`config.mk`:
```
export PLATFORM = sky130hd
export DESIGN_NAME = blea_div
export DESIGN_NICKNAME = d
export VERILOG_FILES = /design/src/design/blea_pkg.sv /design/src/design/blea_div.sv
export SDC_FILE = /design/constraint.sdc
export NUM_CORES = 2
export LEC_CHECK = 0
export BUFFER_PORTS_ARGS = -buffer_cell sky130_fd_sc_hd__buf_2
export CORE_MARGIN = 8
export CORE_UTILIZATION = 49
export CTS_BUF_LIST = sky130_fd_sc_hd__clkbuf_4
export DETAILED_ROUTE_END_ITERATION = 7
export GPL_TIMING_DRIVEN = 0
export SETUP_SLACK_MARGIN = 0.3
export SYNTH_ARGS = -nofsm -noshare
export SYNTH_HDL_FRONTEND = slang
export SYNTH_SLANG_ARGS = --single-unit
```
`constraint.sdc`:
```
create_clock -name clk -period 12 [get_ports clk]
set_input_delay 0.6 -clock clk [delete_from_list [all_inputs] [get_ports clk]]
set_output_delay 0.6 -clock clk [all_outputs]
set_load 0.01 [all_outputs]
```
`src/design/blea_pkg.sv`:
```
`timescale 1ns / 1ps
// Shared types, constants and the control-store program for the Birks layer
// energy accumulator. Depends on nothing; every other file imports it.
package blea_pkg;

  // Geometry and field widths.
  localparam int LAYER_COUNT = 128;
  localparam int LAYER_AW    = (LAYER_COUNT > 1) ? $clog2(LAYER_COUNT) : 1;
  localparam int KIND_W      = 2;
  localparam int E_W         = 24;
  localparam int L_W         = 20;
  localparam int CHG_W       = 4;
  localparam int IDX_W       = 8;
  localparam int SUM_W       = 32;
  localparam int COEF_W      = 20;
  localparam int EML_W       = 8;
  localparam int FRAC_W      = 16;

  // Divider widths: product E*L, denominator (L << 16) + coef*E with a carry bit.
  localparam int PROD_W = E_W + L_W;
  localparam int DEN_W  = PROD_W + 1;
  localparam int QCNT_W = $clog2(E_W);

  // Configuration port.
  localparam int CFG_IDX_W  = 2;
  localparam int CFG_DATA_W = 20;
  localparam logic [CFG_IDX_W-1:0] REG_BIRKS_ENABLE = CFG_IDX_W'(0);
  localparam logic [CFG_IDX_W-1:0] REG_BIRKS_COEF   = CFG_IDX_W'(1);
  localparam logic [CFG_IDX_W-1:0] REG_EM_LAYERS    = CFG_IDX_W'(2);

  localparam logic              BIRKS_ENABLE_RST = 1'b1;
  localparam logic [COEF_W-1:0] BIRKS_COEF_RST   = COEF_W'(8258);
  localparam logic [EML_W-1:0]  EM_LAYERS_RST    = EML_W'(16);

  localparam logic [SUM_W-1:0] SUM_MAX = {SUM_W{1'b1}};

  // Item kinds.
  typedef enum logic [KIND_W-1:0] {
    KIND_HIT   = 2'd0,
    KIND_CLEAR = 2'd1,
    KIND_READ  = 2'd2,
    KIND_OTHER = 2'd3
  } kind_t;

  // Microcode: datapath operations, jump conditions, control word.
  localparam int PC_W = 3;

  typedef enum logic [2:0] {
    OP_NONE     = 3'd0,
    OP_CAPTURE  = 3'd1,
    OP_MUL      = 3'd2,
    OP_DIV_INIT = 3'd3,
    OP_DIV_STEP = 3'd4,
    OP_COMMIT   = 3'd5
  } op_t;

  typedef enum logic [2:0] {
    COND_ALWAYS   = 3'd0,
    COND_NO_BEAT  = 3'd1,
    COND_NOT_HIT  = 3'd2,
    COND_BYPASS   = 3'd3,
    COND_DIV_MORE = 3'd4,
    COND_OUT_BUSY = 3'd5
  } cond_t;

  typedef struct packed {
    op_t             op;
    cond_t           cond;
    logic [PC_W-1:0] target;
  } ucode_t;

  localparam logic [PC_W-1:0] STEP_WAIT     = PC_W'(0);
  localparam logic [PC_W-1:0] STEP_MUL      = PC_W'(1);
  localparam logic [PC_W-1:0] STEP_DIV_INIT = PC_W'(2);
  localparam logic [PC_W-1:0] STEP_DIV_LOOP = PC_W'(3);
  localparam logic [PC_W-1:0] STEP_OUT_WAIT = PC_W'(4);
  localparam logic [PC_W-1:0] STEP_COMMIT   = PC_W'(5);

  // The program. A taken condition jumps to target, otherwise the step
  // counter advances by one.
  function automatic ucode_t ucode_rom(input logic [PC_W-1:0] pc);
    ucode_t w;
    unique case (pc)
      STEP_WAIT:     w = '{op: OP_CAPTURE,  cond: COND_NO_BEAT,  target: STEP_WAIT};
      STEP_MUL:      w = '{op: OP_MUL,      cond: COND_NOT_HIT,  target: STEP_OUT_WAIT};
      STEP_DIV_INIT: w = '{op: OP_DIV_INIT, cond: COND_BYPASS,   target: STEP_OUT_WAIT};
      STEP_DIV_LOOP: w = '{op: OP_DIV_STEP, cond: COND_DIV_MORE, target: STEP_DIV_LOOP};
      STEP_OUT_WAIT: w = '{op: OP_NONE,     cond: COND_OUT_BUSY, target: STEP_OUT_WAIT};
      STEP_COMMIT:   w = '{op: OP_COMMIT,   cond: COND_ALWAYS,   target: STEP_WAIT};
      default:       w = '{op: OP_NONE,     cond: COND_ALWAYS,   target: STEP_WAIT};
    endcase
    return w;
  endfunction

  // Decoded strobes from the sequencer to the datapath.
  typedef struct packed {
    logic capture;
    logic mul;
    logic div_init;
    logic div_step;
    logic commit;
  } ctrl_t;

  // Flags from the datapath that the jump conditions test.
  typedef struct packed {
    logic in_valid;
    logic not_hit;
    logic bypass;
    logic div_more;
    logic out_busy;
  } status_t;

  // Unsigned add that sticks at all ones.
  function automatic logic [SUM_W-1:0] sat_add(input logic [SUM_W-1:0] a,
                                               input logic [SUM_W-1:0] b);
    logic [SUM_W:0] s;
    s = {1'b0, a} + {1'b0, b};
    return s[SUM_W] ? SUM_MAX : s[SUM_W-1:0];
  endfunction

endpackage

```
`src/design/blea_div.sv`:
```
`timescale 1ns / 1ps
// Birks quench unit: two registered multiplies, then a restoring divide that
// yields one quotient bit per step. Depends on blea_pkg.
module blea_div (
  input  logic                        clk,
  input  blea_pkg::ctrl_t             ctrl,
  input  logic [blea_pkg::E_W-1:0]    energy,
  input  logic [blea_pkg::L_W-1:0]    len,
  input  logic [blea_pkg::CHG_W-1:0]  charge,
  input  logic                        birks_enable,
  input  logic [blea_pkg::COEF_W-1:0] birks_coef,
  output logic [blea_pkg::E_W-1:0]    quot,
  output logic                        bypass,
  output logic                        div_more
);
  import blea_pkg::*;

  localparam int SHIFT_LO = E_W - FRAC_W;

  logic [PROD_W-1:0] prod_el;
  logic [PROD_W-1:0] prod_ce;
  logic [DEN_W-1:0]  den;
  logic [DEN_W-1:0]  rem;
  logic [E_W-1:0]    num_lo;
  logic [QCNT_W-1:0] cnt;
  logic [DEN_W:0]    trial;
  logic              fits;

  // The correction is skipped when disabled or when energy, length or charge is zero.
  assign bypass   = !birks_enable || (energy == '0) || (len == '0) || (charge == '0);
  assign div_more = (cnt != QCNT_W'(E_W - 1));

  // Shift in the next numerator bit and test against the denominator.
  assign trial = {rem, num_lo[E_W-1]};
  assign fits  = (trial >= {1'b0, den});

  always_ff @(posedge clk) begin
    if (ctrl.mul) begin
      prod_el <= PROD_W'(energy) * PROD_W'(len);
      prod_ce <= PROD_W'(birks_coef) * PROD_W'(energy);
    end
    // The numerator is E*L*2^16; the quotient is known to fit in E_W bits,
    // so the top part of the numerator already sits below the denominator.
    if (ctrl.div_init) begin
      den    <= DEN_W'({len, {FRAC_W{1'b0}}}) + DEN_W'(prod_ce);
      rem    <= DEN_W'(prod_el[PROD_W-1:SHIFT_LO]);
      num_lo <= {prod_el[SHIFT_LO-1:0], {FRAC_W{1'b0}}};
      quot   <= energy;
      cnt    <= '0;
    end
    if (ctrl.div_step) begin
      rem    <= fits ? DEN_W'(trial - {1'b0, den}) : trial[DEN_W-1:0];
      num_lo <= {num_lo[E_W-2:0], 1'b0};
      quot   <= {quot[E_W-2:0], fits};
      cnt    <= cnt + QCNT_W'(1);
    end
  end

endmodule

```
Word level (Yosys, flattened, before mapping)
Index checks and enable logic that the tools add are counted.
Word-level totals
  register bits: 215
  word-level logic and storage cells: 32
Cells by class
  add/sub/neg operators: 3
  multiplexer cells: 9
  multiply operators: 2
  magnitude comparators: 1
  equality and inequality tests: 1
  reduce and logical (&&, ||, !) cells: 8
Operator list (number)
  45-bit 2-to-1 mux: 3
  24-bit 2-to-1 mux: 4
  46-bit by 45-bit >= comparator with 1-bit output: 1
  36-bit by 44-bit adder with 45-bit output: 1
  45-bit subtractor: 1
  20-bit by 24-bit multiplier with 44-bit output: 1
  24-bit by 20-bit multiplier with 44-bit output: 1
  24-bit zero test: 1
  20-bit zero test: 1
  5-bit 2-to-1 mux: 2
  5-bit by 1-bit adder with 5-bit output (second input constant): 1
  5-bit != test (second input constant): 1
  4-bit zero test: 1
  1-bit logical OR: 3
  2-bit nonzero test: 1
  1-bit zero test: 1

Depth between registers and ports, before layout
  word-level depth: 4
  gate-level depth with buffers: 28
  gate-level depth less buffers: 26

Least setup slack after synthesis
No wires, ideal clock.
  path kind: input-to-reg
  start: in len[2] (netlist name)
  end: reg prod_el[43] (data pin)
  path slack: 4746 ps
  library setup time: 259 ps
  stages: 26
  data required time: 11741 ps
  data arrival time: 6996 ps
  path buffers: 1
  cells stage by stage: clkbuf_1 and2_1 fa_1 fa_1 inv_1 fa_1 inv_1 fa_1 inv_1 fa_1 inv_1 fa_1 inv_1 fa_1 inv_1 ha_1 o21ai_0 or2_1 a2111o_1 a21oi_2 o211a_4 o211ai_4 a2111oi_4 a41o_2 o21ai_2 a211o_1
Between the ends
  longest elaborated chain between the ends: 1
RTL lines
  start, declared: line blea_div.sv:8  | input logic [blea_pkg::L_W-1:0] len,
  24-bit by 20-bit multiplier with 44-bit output: line blea_div.sv:39  | prod_el <= PROD_W'(energy) * PROD_W'(len);
  end signal, assigned: line blea_div.sv:39
  end, declared: line blea_div.sv:20  | logic [PROD_W-1:0] prod_el;
Every way passes these cells.
A chain may end at the register's enable or synchronous reset.

Worst setup path in the final report
  start: in energy[14] (netlist name)
  end: reg prod_el[42] (data pin)
Between the ends
  longest elaborated chain between the ends: 1
RTL lines
  start, declared: line blea_div.sv:7  | input logic [blea_pkg::E_W-1:0] energy,
  24-bit by 20-bit multiplier with 44-bit output: line blea_div.sv:39
Every way passes these cells.

==> impl_metrics.py <==
metrics = {
    "layout": {
        "nets": 5962,
        "design_area_mm2": 0.0458,
        "fin_util_pct": 52.7,
        "fill_cells": 8253,
        "area_growth_pct": 6.35,
        "drive_gt1_share_pct": 5.10,
    },
    "logic_synthesis": {
        "ys_top_cells_by_area": "fa_1 (37%), edfxtp_1 (15%), ha_1 (11%), and2_1 (8.0%), inv_1 (8.0%)",
        "yosys_register_bits": 215,
        "avgSynthCellArea_um2": 9.43,
        "synth_top_cell_area_share_pct": 36.6,
        "syn_nets": 5801,
        "synthFlopType": "edfxtp_1",
        "ys_warn_count": 0,
        "yosysTopAreaCell": "fa_1",
        "synth.distinct_cells": 74,
        "syn-instance-count": 4566,
        "synth_area_mm2": 0.0430,
        "synth_edf_count": 215,
        "synth_seq_area_share_pct": 15.0,
        "async_flop_share_pct": 0,
    },
    "detailed_routing": {
        "vias": 32800,
        "viasPerCell": 5.54,
        "ant_nets": 0,
        "drc": 0,
        "drt-total-wl_mm": 143,
        "wl_per_cell_um": 24.2,
        "drtPass1Iterations": 7,
        "drt-initial-drc-count": 2535,
    },
    "timing": {
        "drv_slew": 0,
        "period_share_pct": 66.6,
        "hold_viol": 0,
        "period_minus_slack_ps": 8000,
        "setup_viol": 0,
        "fin_setup_tns_ps": 0,
        "skew_ps": 114,
        "rsz0062_at_grt": "no",
        "fmax_ghz": 0.125,
        "slew_headroom_pct": 6.21,
        "worst_pin_slew_ps": 1410,
    },
    "placement": {
        "place_area_mm2": 0.0450,
        "gp_congestion": 0.982,
        "io_buffer_count": 97,
        "hpwl_mm": 117,
    },
    "worst_setup_path": {
        "worst_path_max_delay_cell": "clkbuf_1",
        "cp-start-kind": "input port",
        "r2r_cells": 15,
        "worstPathMaxFanout": 10,
        "cp_common_cell": "fa_1",
        "r2r_slack_ps": 8260,
        "critPathKind": "in2reg",
        "critPathArrivalTime_ps": 8660,
        "cp-end-kind": "register",
        "cp_cell_sequence": "buf_2 -> clkbuf_1 -> and2_1 -> fa_1 -> fa_1 -> inv_1 -> fa_1 -> inv_1 -> fa_1 -> fa_1 -> fa_1 -> inv_1 -> fa_1 -> inv_1 -> ha_1 -> nand2_1 -> or3_1 -> a2111o_1 -> a211o_1 -> a311oi_1 -> o2111ai_1 -> a31oi_1 -> a31oi_1 -> o31ai_1",
        "crit_required_ps": 12660,
        "slowest_delay_ps": 910,
    },
    "clock_tree": {
        "clk_pin_slew_ps": 80,
        "cts_tree": "done",
        "ctsHoldBuffers": 0,
        "cts_buffer_depth": 3,
        "cts.sink_count": 215,
        "root_buffer": "clkbuf_4",
        "worst_skew_pair.late_latency_ps": 900,
        "h-tree-depth": 2,
        "cts-resized-gates": 0,
        "cts_buffers": 60,
        "postCtsSetupBuffers": 0,
    },
    "die": {
        "dieWidth_um": 312,
        "io_pins": 101,
        "die_y_um": 312,
        "start_util_pct": 49.5,
        "core-area_mm2": 0.0869,
        "rows": 108,
        "design.die.area_mm2": 0.0976,
    },
    "global_route": {
        "grt_usage_pct": 29.0,
        "grt_max_degree": 57,
        "overflow": 0,
        "antenna_found_initial": 15,
        "grt_first_pass_wirelength_mm": 213,
        "grt_pass1_vias": 33600,
    },
    "min_path": {
        "hold_depth": 2,
        "hp-class": "in2reg",
    },
    "flow_run": {
        "maxCapViolations": 0,
    },
    "status": {
        "status": "finished, final reports clean",
    },
}
worst max-delay path: cells and delay by family:
| kind | cells | cell delay [ps] |
|---|---|---|
| fa+ha+maj | 8 | 3790 |
| compound gates | 7 | 2020 |
| simple gates | 3 | 880 |
| buf+inv | 6 | 1310 |
final cells by class:
cell class	instances	area, µm²	area share [%]
Multi-Input combinational cell	3214	32300	70.5
Sequential cell	215	6460	14.1
Inverter	921	3460	7.55
Tap cell	1155	1450	3.16
Buffer	216	840	1.83
Clock buffer	82	616	1.34
Timing Repair Buffer	99	543	1.19
Clock inverter	19	118	0.257
Antenna cell	4	10.0	0.0219
flip-flops by register name, summed over array words and instances (netlist names):
| signal | cells |
|---|---|
| den | 45 |
| rem | 45 |
| prod_ce | 44 |
| prod_el | 44 |
| quot | 24 |
| num_lo | 8 |
| cnt | 5 |
metal layers:
| layer | GRT usage (%) | vias up | wire [µm] |
|---|---|---|---|
| met5 | 0 | - | 64 |
| met4 | 12.3 | 4 | 7520 |
| met3 | 5.21 | 346 | 12000 |
| met2 | 47.2 | 1425 | 65800 |
| met1 | 38.2 | 16600 | 57800 |
| li1 | - | 14500 | - |
stage by stage:
step | setup WS (ps) | hold WS (ps) | instances
global placement | 3200 | 401 | 5818
detailed placement | 3240 | 405 | 5820
floorplan | 4750 | 400 | 4566
global route | 3810 | 43.7 | 5923
finish | 4000 | 71.8 | 5925
CTS | 4160 | 19.7 | 5921
final timing paths:
check              from          end
max          energy[14]  prod_el[42]
min           energy[7]      quot[7]
max reg2reg  num_lo[23]       rem[7]
min reg2reg  prod_ce[5]       den[5]
placed cells by master, fill, tap and decap left out, types with 10 or more instances in the layout:
cell      netlist  routed
clkbuf_1      209     209
and2_1        553     553
clkinv_1        1      11
edfxtp_1      215     215
a21oi_1       169     169
o21ai_0        92      92
a21o_1         62      62
and3_1         17      17
ha_1          374     374
nand2b_1       19      19
clkbuf_4        0      82
xor2_1         39      39
xnor2_1       104     104
nand3_1        35      35
nand4_1        18      18
a211oi_1       13      13
mux2_2         30      30
nand2_1       518     518
inv_1         920     920
o21bai_1       22      22
a31oi_1        26      26
buf_2           2      98
nor4_1         15      15
nor3_1         23      23
o21a_1         19      19
mux2i_1        28      28
nor2_1        119     119
nor2b_1        16      16
fa_1          786     786
o211ai_1       10      10
cells by family after synthesis:
kind of cell    count (synthesis)  synth area share (%)
simple gates                 1360                  16.0
fa+ha+maj                    1160                  47.4
compound gates                493                  7.28
buf+inv                      1137                  9.98
xor+xnor                      143                  2.91
flops                         215                  15.0
mux                            58                  1.44
synthesized netlist by cell type, drive strengths merged, types with 4 or more instances:
| master | number |
|---|---|
| nand2b | 19 |
| o21ai | 101 |
| a311oi | 5 |
| or3 | 4 |
| nor2b | 16 |
| inv | 920 |
| xnor2 | 104 |
| a211oi | 14 |
| o211ai | 11 |
| a21oi | 170 |
| or2 | 9 |
| fa | 786 |
| o31a | 6 |
| nand2 | 518 |
| and2 | 553 |
| nor2 | 119 |
| o21a | 19 |
| mux2i | 28 |
| nand3 | 35 |
| clkbuf | 209 |
| nand4 | 18 |
| a21o | 62 |
| nor4 | 15 |
| edfxtp | 215 |
| a2bb2oi | 6 |
| o31ai | 7 |
| ha | 374 |
| xor2 | 39 |
| o21bai | 22 |
| o311ai | 6 |
| and3 | 17 |
| nand3b | 5 |
| a31oi | 26 |
| nor3 | 23 |
| mux2 | 30 |
| buf | 7 |
Power is left out: the tool's default activity adds up to more than one toggle a clock period on the data nets, which glitch-free logic cannot reach.
