<file path="src/design/blea_pkg.sv">
`timescale 1ns / 1ps
// Shared types, constants and the control-store program for the Birks layer
// energy accumulator. Depends on nothing; every other file imports it.
package blea_pkg;

  // Geometry and field widths.
  localparam int LAYER_COUNT = 128;
  localparam int LAYER_AW    = (LAYER_COUNT > 1) ? $clog2(LAYER_COUNT) : 1;
  localparam int KIND_W      = 2;
  localparam int E_W         = 24;
  localparam int L_W         = 20;
  localparam int CHG_W       = 4;
  localparam int IDX_W       = 8;
  localparam int SUM_W       = 32;
  localparam int COEF_W      = 20;
  localparam int EML_W       = 8;
  localparam int FRAC_W      = 16;

  // Divider widths: product E*L, denominator (L << 16) + coef*E with a carry bit.
  localparam int PROD_W = E_W + L_W;
  localparam int DEN_W  = PROD_W + 1;
  localparam int QCNT_W = $clog2(E_W);

  // Configuration port.
  localparam int CFG_IDX_W  = 2;
  localparam int CFG_DATA_W = 20;
  localparam logic [CFG_IDX_W-1:0] REG_BIRKS_ENABLE = CFG_IDX_W'(0);
  localparam logic [CFG_IDX_W-1:0] REG_BIRKS_COEF   = CFG_IDX_W'(1);
  localparam logic [CFG_IDX_W-1:0] REG_EM_LAYERS    = CFG_IDX_W'(2);

  localparam logic              BIRKS_ENABLE_RST = 1'b1;
  localparam logic [COEF_W-1:0] BIRKS_COEF_RST   = COEF_W'(8258);
  localparam logic [EML_W-1:0]  EM_LAYERS_RST    = EML_W'(16);

  localparam logic [SUM_W-1:0] SUM_MAX = {SUM_W{1'b1}};

  // Item kinds.
  typedef enum logic [KIND_W-1:0] {
    KIND_HIT   = 2'd0,
    KIND_CLEAR = 2'd1,
    KIND_READ  = 2'd2,
    KIND_OTHER = 2'd3
  } kind_t;

  // Microcode: datapath operations, jump conditions, control word.
  localparam int PC_W = 3;

  typedef enum logic [2:0] {
    OP_NONE     = 3'd0,
    OP_CAPTURE  = 3'd1,
    OP_MUL      = 3'd2,
    OP_DIV_INIT = 3'd3,
    OP_DIV_STEP = 3'd4,
    OP_COMMIT   = 3'd5
  } op_t;

  typedef enum logic [2:0] {
    COND_ALWAYS   = 3'd0,
    COND_NO_BEAT  = 3'd1,
    COND_NOT_HIT  = 3'd2,
    COND_BYPASS   = 3'd3,
    COND_DIV_MORE = 3'd4,
    COND_OUT_BUSY = 3'd5
  } cond_t;

  typedef struct packed {
    op_t             op;
    cond_t           cond;
    logic [PC_W-1:0] target;
  } ucode_t;

  localparam logic [PC_W-1:0] STEP_WAIT     = PC_W'(0);
  localparam logic [PC_W-1:0] STEP_MUL      = PC_W'(1);
  localparam logic [PC_W-1:0] STEP_DIV_INIT = PC_W'(2);
  localparam logic [PC_W-1:0] STEP_DIV_LOOP = PC_W'(3);
  localparam logic [PC_W-1:0] STEP_OUT_WAIT = PC_W'(4);
  localparam logic [PC_W-1:0] STEP_COMMIT   = PC_W'(5);

  // The program. A taken condition jumps to target, otherwise the step
  // counter advances by one.
  function automatic ucode_t ucode_rom(input logic [PC_W-1:0] pc);
    ucode_t w;
    unique case (pc)
      STEP_WAIT:     w = '{op: OP_CAPTURE,  cond: COND_NO_BEAT,  target: STEP_WAIT};
      STEP_MUL:      w = '{op: OP_MUL,      cond: COND_NOT_HIT,  target: STEP_OUT_WAIT};
      STEP_DIV_INIT: w = '{op: OP_DIV_INIT, cond: COND_BYPASS,   target: STEP_OUT_WAIT};
      STEP_DIV_LOOP: w = '{op: OP_DIV_STEP, cond: COND_DIV_MORE, target: STEP_DIV_LOOP};
      STEP_OUT_WAIT: w = '{op: OP_NONE,     cond: COND_OUT_BUSY, target: STEP_OUT_WAIT};
      STEP_COMMIT:   w = '{op: OP_COMMIT,   cond: COND_ALWAYS,   target: STEP_WAIT};
      default:       w = '{op: OP_NONE,     cond: COND_ALWAYS,   target: STEP_WAIT};
    endcase
    return w;
  endfunction

  // Decoded strobes from the sequencer to the datapath.
  typedef struct packed {
    logic capture;
    logic mul;
    logic div_init;
    logic div_step;
    logic commit;
  } ctrl_t;

  // Flags from the datapath that the jump conditions test.
  typedef struct packed {
    logic in_valid;
    logic not_hit;
    logic bypass;
    logic div_more;
    logic out_busy;
  } status_t;

  // Unsigned add that sticks at all ones.
  function automatic logic [SUM_W-1:0] sat_add(input logic [SUM_W-1:0] a,
                                               input logic [SUM_W-1:0] b);
    logic [SUM_W:0] s;
    s = {1'b0, a} + {1'b0, b};
    return s[SUM_W] ? SUM_MAX : s[SUM_W-1:0];
  endfunction

endpackage

</file>
<file path="src/design/blea_seq.sv">
`timescale 1ns / 1ps
// Microcode sequencer: step counter, control-store lookup, conditional jumps.
// Depends on blea_pkg for the program and the control and status structs.
module blea_seq (
  input  logic              clk,
  input  logic              rst,
  input  blea_pkg::status_t status,
  output blea_pkg::ctrl_t   ctrl
);
  import blea_pkg::*;

  logic [PC_W-1:0] pc;
  logic [PC_W-1:0] pc_next;
  ucode_t          uw;
  logic            take;

  assign uw = ucode_rom(pc);

  // Evaluate the jump condition of the current control word.
  always_comb begin
    unique case (uw.cond)
      COND_ALWAYS:   take = 1'b1;
      COND_NO_BEAT:  take = !status.in_valid;
      COND_NOT_HIT:  take = status.not_hit;
      COND_BYPASS:   take = status.bypass;
      COND_DIV_MORE: take = status.div_more;
      COND_OUT_BUSY: take = status.out_busy;
      default:       take = 1'b0;
    endcase
    pc_next = take ? uw.target : pc + PC_W'(1);
  end

  always_ff @(posedge clk) begin
    if (rst) begin
      pc <= STEP_WAIT;
    end else begin
      pc <= pc_next;
    end
  end

  // Decode the operation field into datapath strobes.
  always_comb begin
    ctrl = '0;
    unique case (uw.op)
      OP_NONE:     ctrl = '0;
      OP_CAPTURE:  ctrl.capture = 1'b1;
      OP_MUL:      ctrl.mul = 1'b1;
      OP_DIV_INIT: ctrl.div_init = 1'b1;
      OP_DIV_STEP: ctrl.div_step = 1'b1;
      OP_COMMIT:   ctrl.commit = 1'b1;
      default:     ctrl = '0;
    endcase
  end

endmodule

</file>
<file path="config.mk">
export PLATFORM = sky130hd
export DESIGN_NAME = blea_seq
export DESIGN_NICKNAME = d
export VERILOG_FILES = /design/src/design/blea_pkg.sv /design/src/design/blea_seq.sv
export SDC_FILE = /design/constraint.sdc
export NUM_CORES = 1
export LEC_CHECK = 0
export ABC_AREA = 1
export BUFFER_PORTS_ARGS = -buffer_cell sky130_fd_sc_hd__buf_2
export CAP_MARGIN = 20
export CORE_AREA = 4 4 41 43
export DETAILED_ROUTE_END_ITERATION = 12
export DIE_AREA = 0 0 45 47
export RECOVER_POWER = 100
export SYNTH_ARGS = -nofsm -noshare
export SYNTH_HDL_FRONTEND = slang
export SYNTH_SLANG_ARGS = --single-unit
</file>
<file path="constraint.sdc">
create_clock -name clk -period 4.6 [get_ports clk]
set_input_delay 0.92 -clock clk [delete_from_list [all_inputs] [get_ports clk]]
set_output_delay 0.92 -clock clk [all_outputs]
set_load 0.01 [all_outputs]
</file>
* Yosys cells after proc, flatten, opt, wreduce, memory -nomap -nowiden
Cells that the tools add are included.
** Word-level totals
- Register bits after elaboration :: 3
- Input port bits :: 7
** Cells by class
- Add/subtract/negate cells :: 1
- Eq/ne operators :: 15
- Muxes and demuxes :: 8
- Reduce and logical (&&, ||, !) cells :: 3
** Operators by type and width (number)
- one-hot mux 9 bit (6 select lines) :: 1
- == test 3 x 2 -> 1 bit, second input constant :: 6
- == test 3 bit, second input constant :: 6
- == test 3 x 1 -> 1 bit, second input constant :: 3
- zero test 3 bit :: 2
- one-hot mux 1 bit (6 select lines) :: 1
- two-way mux 1 bit :: 5
- adder 3 x 1 -> 3 bit, second input constant :: 1
- two-way mux 3 bit :: 1
- zero test 1 bit :: 1

* Depth between registers and ports, before layout
Gate-level depths: netlist of run 1.
- Word-level depth :: 5
- Gate-level depth with buffers :: 12

* Least setup slack after synthesis of run 1
No wires, ideal clock.
- Path type :: register -> output
- Start point :: register pc[1]
- End point :: output ctrl[4] (netlist bit)
- Arrival time :: 1388 ps
- Path slack :: 2292 ps
- Stages on the path, launching flop included :: 7
- Path buffers :: 0
- Cell sequence :: dfxtp_1 -> inv_1 -> ha_1 -> nor2_1 -> a311oi_1 -> nand2_1 -> a31oi_1
** RTL lines
- start, declared :: RTL line blea_seq.sv:12 : logic [PC_W-1:0] pc;
- start signal, assigned :: RTL line blea_seq.sv:37 : pc <= pc_next;
- end, declared :: RTL line blea_seq.sv:8 : output blea_pkg::ctrl_t ctrl

==> results, run 1 <==
- The cell area after technology mapping is 434.2 um^2.
- The shortest period the worst path allows is 2754 ps.
- The leakage component of the power is 0.3071 nW.
- The worst reg2reg path endpoint is pc[0].
- With fillers left out, the area of the finished cells amounts to 523.0 um^2.
- The final-layout worst hold slack is 742.8 ps.
- Setup repair after global routing left no endpoint under its margin.
- In this run the standard cell core region covers 1301 um^2.
- The count of nets left with antenna violations once routing finished came out at 0.
- The flip-flop and latch count after synthesis is 3.
- The total of hold buffers inserted after clock tree synthesis is 0.
- The startpoint identified for the worst hold timing path is pc[0].
- The initial antenna violation count is 0.
- The chip height is 47 um.
- The max-slew violation count is 0.
- The multi-input logic area is 297.8 um^2.
- The element type at the critical path start is a flip-flop.
- After routing, the total negative slack on setup checks comes to 0 ps.
- The worst min-delay path endpoint is pc[0].
- The number of filler cells placed in the layout is 165.
- The critical register-to-register path startpoint is pc[0].
- The run finished with clean final reports.
- The top flip-flop cell by instance count after synthesis is sky130_fd_sc_hd__dfxtp_1.
- The final weighted congestion of routability-driven global placement is 0.7163.
- The max-cap violation count is 0.
- The first global-routing pass estimated 1504 um of wire.
- The footprint of the flip-flops and latches is 60.06 um^2.
- The kind of critical path is flip-flop to output port.
- The post-route fraction of the period consumed by the critical path is 59.87%.
- Once detailed placement completed, the half-perimeter wirelength came to 787.8 um.
- Before antenna repair, the detailed router went through 4 iterations.
- The required time of the critical path is 3680 ps.
- Once placement finished, the instance area stood at 508.0 um^2.
- The TritonCTS clock tree is yes.
- The via count of the first global-routing pass is 402.
- The number of levels in the clock H-tree is 1.
- The horizontal die dimension is 45 um.
- The combined global-route utilization of all metal layers is 9.621%.
- The total CTS buffers is 3.
- Along the worst hold path, the cell count comes to 3.
- The via density per instance is 4.475.
- The post-detailed-routing wire length is 899 um.
- The layout net count is 101.
- The share of async-settable or async-resettable flops after synthesis is 0%.
- In the final routed layout, each cell accounts on average for 8.901 um.
- The remaining design rule violation count is 0.
- The maximum achievable frequency is 363.1 MHz.
- Compared with the post-synthesis result, the final layout area differs by 20.46%.
- The core occupancy in the finished layout is 40.19%.
- The clock transition time at the flip-flop clock pins of the worst setup and hold paths is 40 ps.
- Pin placement for this block handled 12 I/O pins.
- A synthesized cell averages 6.115 um^2.
- 0 antenna diodes ended up in the layout.
- The share of final-layout standard cells stronger than drive strength 1 is 16.28%.
- The number of DRC markers after the initial detailed-route iteration is 3.
- The number of cells on the worst reg-to-reg path is 10.
- The floorplan has 13 rows.
- The cell area power density is 608.0 nW/um^2.
- Clock tree synthesis selected as its root buffer the cell sky130_fd_sc_hd__clkbuf_4.
- The total setup buffers inserted after CTS is 0.
- The maximum fanout encountered on the critical timing path is 7.
- The worst max-slew margin expressed relative to the limit is 68.60%.
- Setup violations remaining at the end of the flow were counted as 0.
- The via count is 452.
- The maximum number of pins on one net before global-route repair is 8.
- The setup skew after layout is 3.416 ps.
- The internal reg-to-reg setup slack is 2710 ps.
- Clock latency on the worst-skew pair, taken at its later pin, is 230 ps.
- The type of element capturing the critical path is an output port.
- During synthesis, Yosys emitted a total of 0 warnings.
- Counting flops with a built-in enable in the synthesized netlist gives 0.
- The number of unique standard cell types used by synthesis is 17.
- In the final layout, the registers with the most flip-flops are pc: 3 flops.
- The number of cells upsized or downsized after cts is 0.
- Ranked by flip-flop count, first place goes to pc.
- VDD sags by at most 0.1953 mV.
- The total count of hold-check failures in the final report is 0.
- The global route total overflow is 0.
- The worst min-delay path class is flip-flop to flip-flop.
- The count of clock tree sinks is 3.
- The flip-flop count of the largest register, all copies and words added is 3.
- The number of buffers on the longest clock path is 2.
- The number of nets handed over by synthesis was 85.
- The die area is 2115 um^2.
- Data arrives at the worst endpoint at 1830 ps.
- The sequential fraction of the synthesis area is 13.83%.
- The initial utilization of the core area, before any placement, comes to 33.37%.
- The synthesized netlist cell count is 71.
- At the pin with the least slew margin, the transition time is 466.0 ps.
- In this run the tool buffered the top-level ports with 11 buffer cells.
-- report_power, final --
group          switching, mW  leakage [nW]  internal, mW
combinational          0.144         0.267        0.0807
clock                 0.0119        0.0150        0.0324
sequential            0.0134        0.0247        0.0358
-- cells in the mapped netlist (2+ instances only) --
cell / instances / share of area, %
sky130_fd_sc_hd__nand2_1: 12 / 10
sky130_fd_sc_hd__nand4_1: 2 / 2.9
sky130_fd_sc_hd__nand3_1: 4 / 4.6
sky130_fd_sc_hd__nand3_2: 3 / 6.9
sky130_fd_sc_hd__dfxtp_1: 3 / 14
sky130_fd_sc_hd__nor2_1: 10 / 8.6
sky130_fd_sc_hd__ha_1: 7 / 20
sky130_fd_sc_hd__a21oi_1: 4 / 4.6
sky130_fd_sc_hd__inv_1: 18 / 16
-- worst max-delay path by stage --
| stage | from | end | slack [ps] | depth (start not counted) |
|---|---|---|---|---|
| after floorplan | pc[1] | ctrl[4] | 2290 | 6 |
| after global placement | pc[1] | ctrl[4] | 2140 | 7 |
| after detailed placement | pc[1] | ctrl[4] | 2090 | 7 |
| after CTS | pc[1] | ctrl[4] | 1840 | 7 |
| after global routing | pc[1] | ctrl[4] | 1610 | 7 |
| final | pc[1] | ctrl[4] | 1850 | 7 |
-- metal layers --
layer,GRT usage (%),vias to the layer above,routed length (um)
met5,0,-,0
met4,3.509,0,0
met3,2.299,0,39
met2,16.67,7,439
met1,11.54,193,420
li1,-,252,-
-- metrics by stage --
| step | total power, mW | worst slack [ps] | cells |
|---|---|---|---|
| 2_1_floorplan | 0.2285 | 2292 | 71 |
| 3_3_place_gp | 0.2854 | 2138 | 97 |
| 3_5_place_dp | 0.2878 | 2094 | 97 |
| 4_1_cts | 0.3352 | 1842 | 101 |
| 5_1_grt | 0.3577 | 1613 | 101 |
| 6_report | 0.3180 | 1846 | 101 |
-- worst max-delay path, cell delays in order, from the launching register on --
cell and delay (ps):
sky130_fd_sc_hd__dfxtp_1 360, sky130_fd_sc_hd__inv_1 130, sky130_fd_sc_hd__ha_1 230, sky130_fd_sc_hd__nor2_1 80, sky130_fd_sc_hd__a311oi_1 370, sky130_fd_sc_hd__nand2_1 130
sky130_fd_sc_hd__a31oi_1 150, sky130_fd_sc_hd__clkbuf_1 170
-- cell families (layout without fill, tap and decap cells) --
group / after synthesis / in the layout / synth area share (%)
AO/OA/AOI/OAI: 9 / 9 / 12.97
adder cells (fa/ha/maj): 7 / 7 / 20.17
flip-flops: 3 / 3 / 13.83
buffers and inverters: 19 / 34 / 16.42
AND/OR/NAND/NOR: 33 / 33 / 36.60
-- cell usage in the layout, fill, tap and decap left out --
cell	n
sky130_fd_sc_hd__nand3b_1	1
sky130_fd_sc_hd__buf_2	6
sky130_fd_sc_hd__nand4_1	2
sky130_fd_sc_hd__o21ai_0	1
sky130_fd_sc_hd__o21ai_2	1
sky130_fd_sc_hd__dfxtp_1	3
sky130_fd_sc_hd__clkbuf_4	3
sky130_fd_sc_hd__a31oi_1	1
sky130_fd_sc_hd__o31ai_1	1
sky130_fd_sc_hd__nand3_1	5
sky130_fd_sc_hd__a311oi_1	1
sky130_fd_sc_hd__nor2_1	10
sky130_fd_sc_hd__nand3_2	2
sky130_fd_sc_hd__inv_1	18
sky130_fd_sc_hd__a21oi_1	4
sky130_fd_sc_hd__inv_2	1
sky130_fd_sc_hd__nand2_2	1
sky130_fd_sc_hd__ha_1	7
sky130_fd_sc_hd__nand2_1	12
sky130_fd_sc_hd__clkbuf_1	6
-- cell type report --
cell class | instances | share of cell area [%]
Clock buffer | 4 | 5.024
Inverter | 19 | 13.64
Multi-Input combinational cell | 49 | 56.94
Sequential cell | 3 | 11.48
Tap cell | 15 | 3.589
Timing Repair Buffer | 11 | 9.330
(Power assumes the default switching activity.)
==> inputs of run 2 (changes only) <==
- clock period: 4.6 -> 2.2 ns (I/O delays scaled with it)
==> results, run 2 (synthesis gave the netlist of run 1 again) <==
- Result of the run: finished clean (unchanged).
- Counting stages on the worst path, the most repeated cell is sky130_fd_sc_hd__buf_4.
- The combined global-route utilization of all metal layers was 9.779% (was 9.621%).
- The largest register by flop count was pc (unchanged).
- The maximum fanout encountered on the critical timing path came to 5 (was 7).
- The max-slew violation count is 0 (unchanged).
- The clock root buffer is sky130_fd_sc_hd__clkbuf_4 (unchanged).
- The most common cell after layout, fill and taps aside is sky130_fd_sc_hd__inv_1 (unchanged).
- The number of rows in the core area is 13 (unchanged).
- The setup skew after layout was 3.416 ps (unchanged).
- The leakage component of the power is 0.3358 nW (was 0.3071 nW).
- The cell-internal power is 365.9 uW (was 148.9 uW).
- The starting density of the core came to 33.37% (unchanged).
- The wire length of the first global-routing pass is 1531 um (was 1504 um).
- The routed design could run at a clock period as short as 2079 ps.
- The maximum achievable frequency is 481.0 MHz.
- The worst-case setup margin in the final layout is 121.2 ps (was 1846 ps).
- The count of clock tree sinks is 3 (unchanged).
- The number of filler cells placed in the layout came to 160 (was 165).
- The kind of critical path is flip-flop to output port (unchanged).
- The pre-CTS setup slack is 173.9 ps (was 2094 ps).
- The number of placed instances, taps included is 97 (unchanged).
- The first element of the critical path is pc[0] (was pc[1]).
- The clock group share of total power is 12.5% (was 13.9%).
- The clock transition time at the flip-flop clock pins of the worst setup and hold paths is 40 ps (about the same).
- The total count of hold-check failures in the final report is 0 (unchanged).
- The number of buffers and inverters on the critical path was 5 (was 2).
- The initial antenna violation count is 0 (unchanged).
- The share of final-layout standard cells stronger than drive strength 1 is 28.41% (was 16.28%).
- The required time of the critical path is 1760 ps (was 3680 ps).
- The multi-input logic area is 306.5 um^2 (was 297.8 um^2).
- The number of buffers on the longest clock path came to 2 (unchanged).
- The number of levels in the clock H-tree is 1 (unchanged).
- The clock latency on the worst-skew pair was 230 ps (about the same).
- The type of element capturing the critical path is an output port (unchanged).
- The post-route total power is 738.1 uW (was 318.0 uW).
- The chip height is 47 um (unchanged).
- The number of failing setup endpoints in the final timing report is 0 (unchanged).
- The count of non-filler cells in the finished layout is 103 (was 101).
- Top library cells by usage in the layout, fill and taps aside: sky130_fd_sc_hd__inv_1, sky130_fd_sc_hd__nand2_1, sky130_fd_sc_hd__nor2_1, sky130_fd_sc_hd__buf_2, sky130_fd_sc_hd__ha_1 (was sky130_fd_sc_hd__inv_1, sky130_fd_sc_hd__nand2_1, sky130_fd_sc_hd__nor2_1).
- The total CTS buffers is 3 (unchanged).
- The layout net count was 103 (was 101).
- The die area is 2115 um^2 (unchanged).
- The wire length per cell after detailed routing was 9.301 um (was 8.901 um).
- The flip-flop count of the largest register, all copies and words added is 3 (unchanged).
- The remaining design rule violation count is 0 (unchanged).
- The part of the power in registers is 14.3% (was 15.5%).
- The count of inserted antenna diode cells is 0 (unchanged).
- The critical path arrival is 1640 ps (was 1830 ps).
- The internal reg-to-reg setup slack came to 350 ps (was 2710 ps).
- The post-route fraction of the period consumed by the critical path is 94.49%.
- The cell class contributing the biggest share of worst-path delay is buffers and inverters (was compound AO/OA/AOI/OAI gates).
- The via density per instance is 4.427 (was 4.475).
- The global route total overflow was 0 (unchanged).
- The number of port buffers is 11 (unchanged).
- The total I/O pin count was 12 (unchanged).
- The standard cell core area is 1301 um^2 (unchanged).
- The element type at the critical path start is a flip-flop (unchanged).
- Registers with the highest flip-flop counts: pc: 3 flops (unchanged).
- The growth of design area from synthesis to finish was 27.67% (was 20.46%).
- The final-layout worst hold slack is 388.4 ps (was 742.8 ps).
- The final weighted congestion of routability-driven global placement is 0.7160 (was 0.7163).
- The critical register-to-register path startpoint is pc[0] (unchanged).
- RSZ-0062 raised after global routing: no (unchanged).
- The sum of negative setup slack is 0 ps (unchanged).
- The biggest cell delay along the critical path is 400 ps (was 370 ps).
- The horizontal die dimension came to 45 um (unchanged).
- The via count of the first global-routing pass is 403 (was 402).
- The max-cap violation count was 0 (unchanged).
- The combinational fraction of design power came to 73.2% (was 70.6%).
- The worst min-delay path class was input port to flip-flop (was flip-flop to flip-flop).
- The TritonCTS clock tree is yes (unchanged).
- The number of iterations in the first detailed-routing pass is 3 (was 4).
- The switching part of the total came to 50.43% (was 53.17%).
- The number of DRC markers after the initial detailed-route iteration is 4 (was 3).
- Cells along the critical path: inv_2, ha_1, inv_1, a311oi_2, buf_4, buf_4, nor2_1, clkbuf_2 (was inv_1, ha_1, nor2_1, a311oi_1, nand2_1, a31oi_1, clkbuf_1).
- The number of nets still failing antenna checks after routing is 0 (unchanged).
- The half-perimeter wire length of the detailed placement result is 787.8 um (unchanged).
- The worst max-slew margin expressed relative to the limit is 68.02% (was 68.60%).
- The net switching power of the design is 372.2 uW (was 169.1 uW).
- The cell area power density came to 1332 nW/um^2 (was 608.0 nW/um^2).
- The critical hold path startpoint was rst (was pc[0]).
- The post-detailed-routing wire length is 958 um (was 899 um).
- The footprint of the flip-flops and latches was 61.31 um^2 (was 60.06 um^2).
- The maximum number of pins on one net before global-route repair is 8 (unchanged).
- The transition at the pin with the smallest max-transition slack was 474.7 ps (was 466.0 ps).
- The via count is 456 (was 452).
- The cell with the largest stage delay on the worst path was sky130_fd_sc_hd__dfxtp_1 (was sky130_fd_sc_hd__a311oi_1).
- The worst ir drop on vdd came to 0.4289 mV (was 0.1953 mV).
[run 2: cell types whose count changed in the layout (fill, tap and decap cells not counted), sizes merged]
cell    before  now
buf          6   12
clkbuf       9    5
[run 2: repair_timing]
| action | in CTS | in global routing |
|---|---|---|
| resized for setup | 1 | 3 |
| endpoints found under the setup margin | 2 | 3 |
| endpoints found under the hold margin | 0 | 0 |
| pin swaps | 0 | 1 |
| setup buffers | 0 | 2 |
| hold buffers | 0 | 0 |
| gates cloned | 0 | 0 |
[run 2: worst reg2reg max path: cells and delay by family, from the launching register on]
kind,cells,cell delay [ps]
AO/OA/AOI/OAI,3,670
adder cells (fa/ha/maj),1,150
flip-flops,1,340
buffers and inverters,2,140
AND/OR/NAND/NOR,4,460
[run 2: through the flow]
stage | util [%] | area [um^2]
floorplan | - | 434.2
global placement | 39.04 | 508.0
detailed placement | 39.04 | 508.0
CTS | 41.54 | 540.5
global route | 42.60 | 554.3
finish | 42.60 | 554.3
[run 2: layout make-up]
cell class / instances / share of cell area (%)
Timing Repair Buffer: 13 / 12.64
Inverter: 19 / 12.87
Multi-Input combinational cell: 49 / 55.30
Clock buffer: 4 / 4.740
Tap cell: 15 / 3.386
Sequential cell: 3 / 11.06
[run 2: power by group through the flow]
stage | logic, mW | clock network (mW) | registers [mW]
6_report | 0.540 | 0.0926 | 0.105
5_1_grt | 0.607 | 0.103 | 0.111
4_1_cts | 0.512 | 0.0967 | 0.104
3_5_place_dp | 0.497 | 0 | 0.105
3_3_place_gp | 0.492 | 0 | 0.104
2_1_floorplan | 0.380 | 0 | 0.0980
[run 2: final timing paths]
kind	to	cells after the start
worst min register to register	pc[0]	3
worst min-delay path	pc[1]	2
worst max-delay path	ctrl[3]	8
worst max register to register	pc[1]	10
[run 2: layer usage]
layer	routed length, um	global-route usage, %	up-vias
li1	-	-	256
met1	448	11.76	193
met2	473	16.95	7
met3	36	2.299	0
met4	0	3.509	0
met5	0	0	-
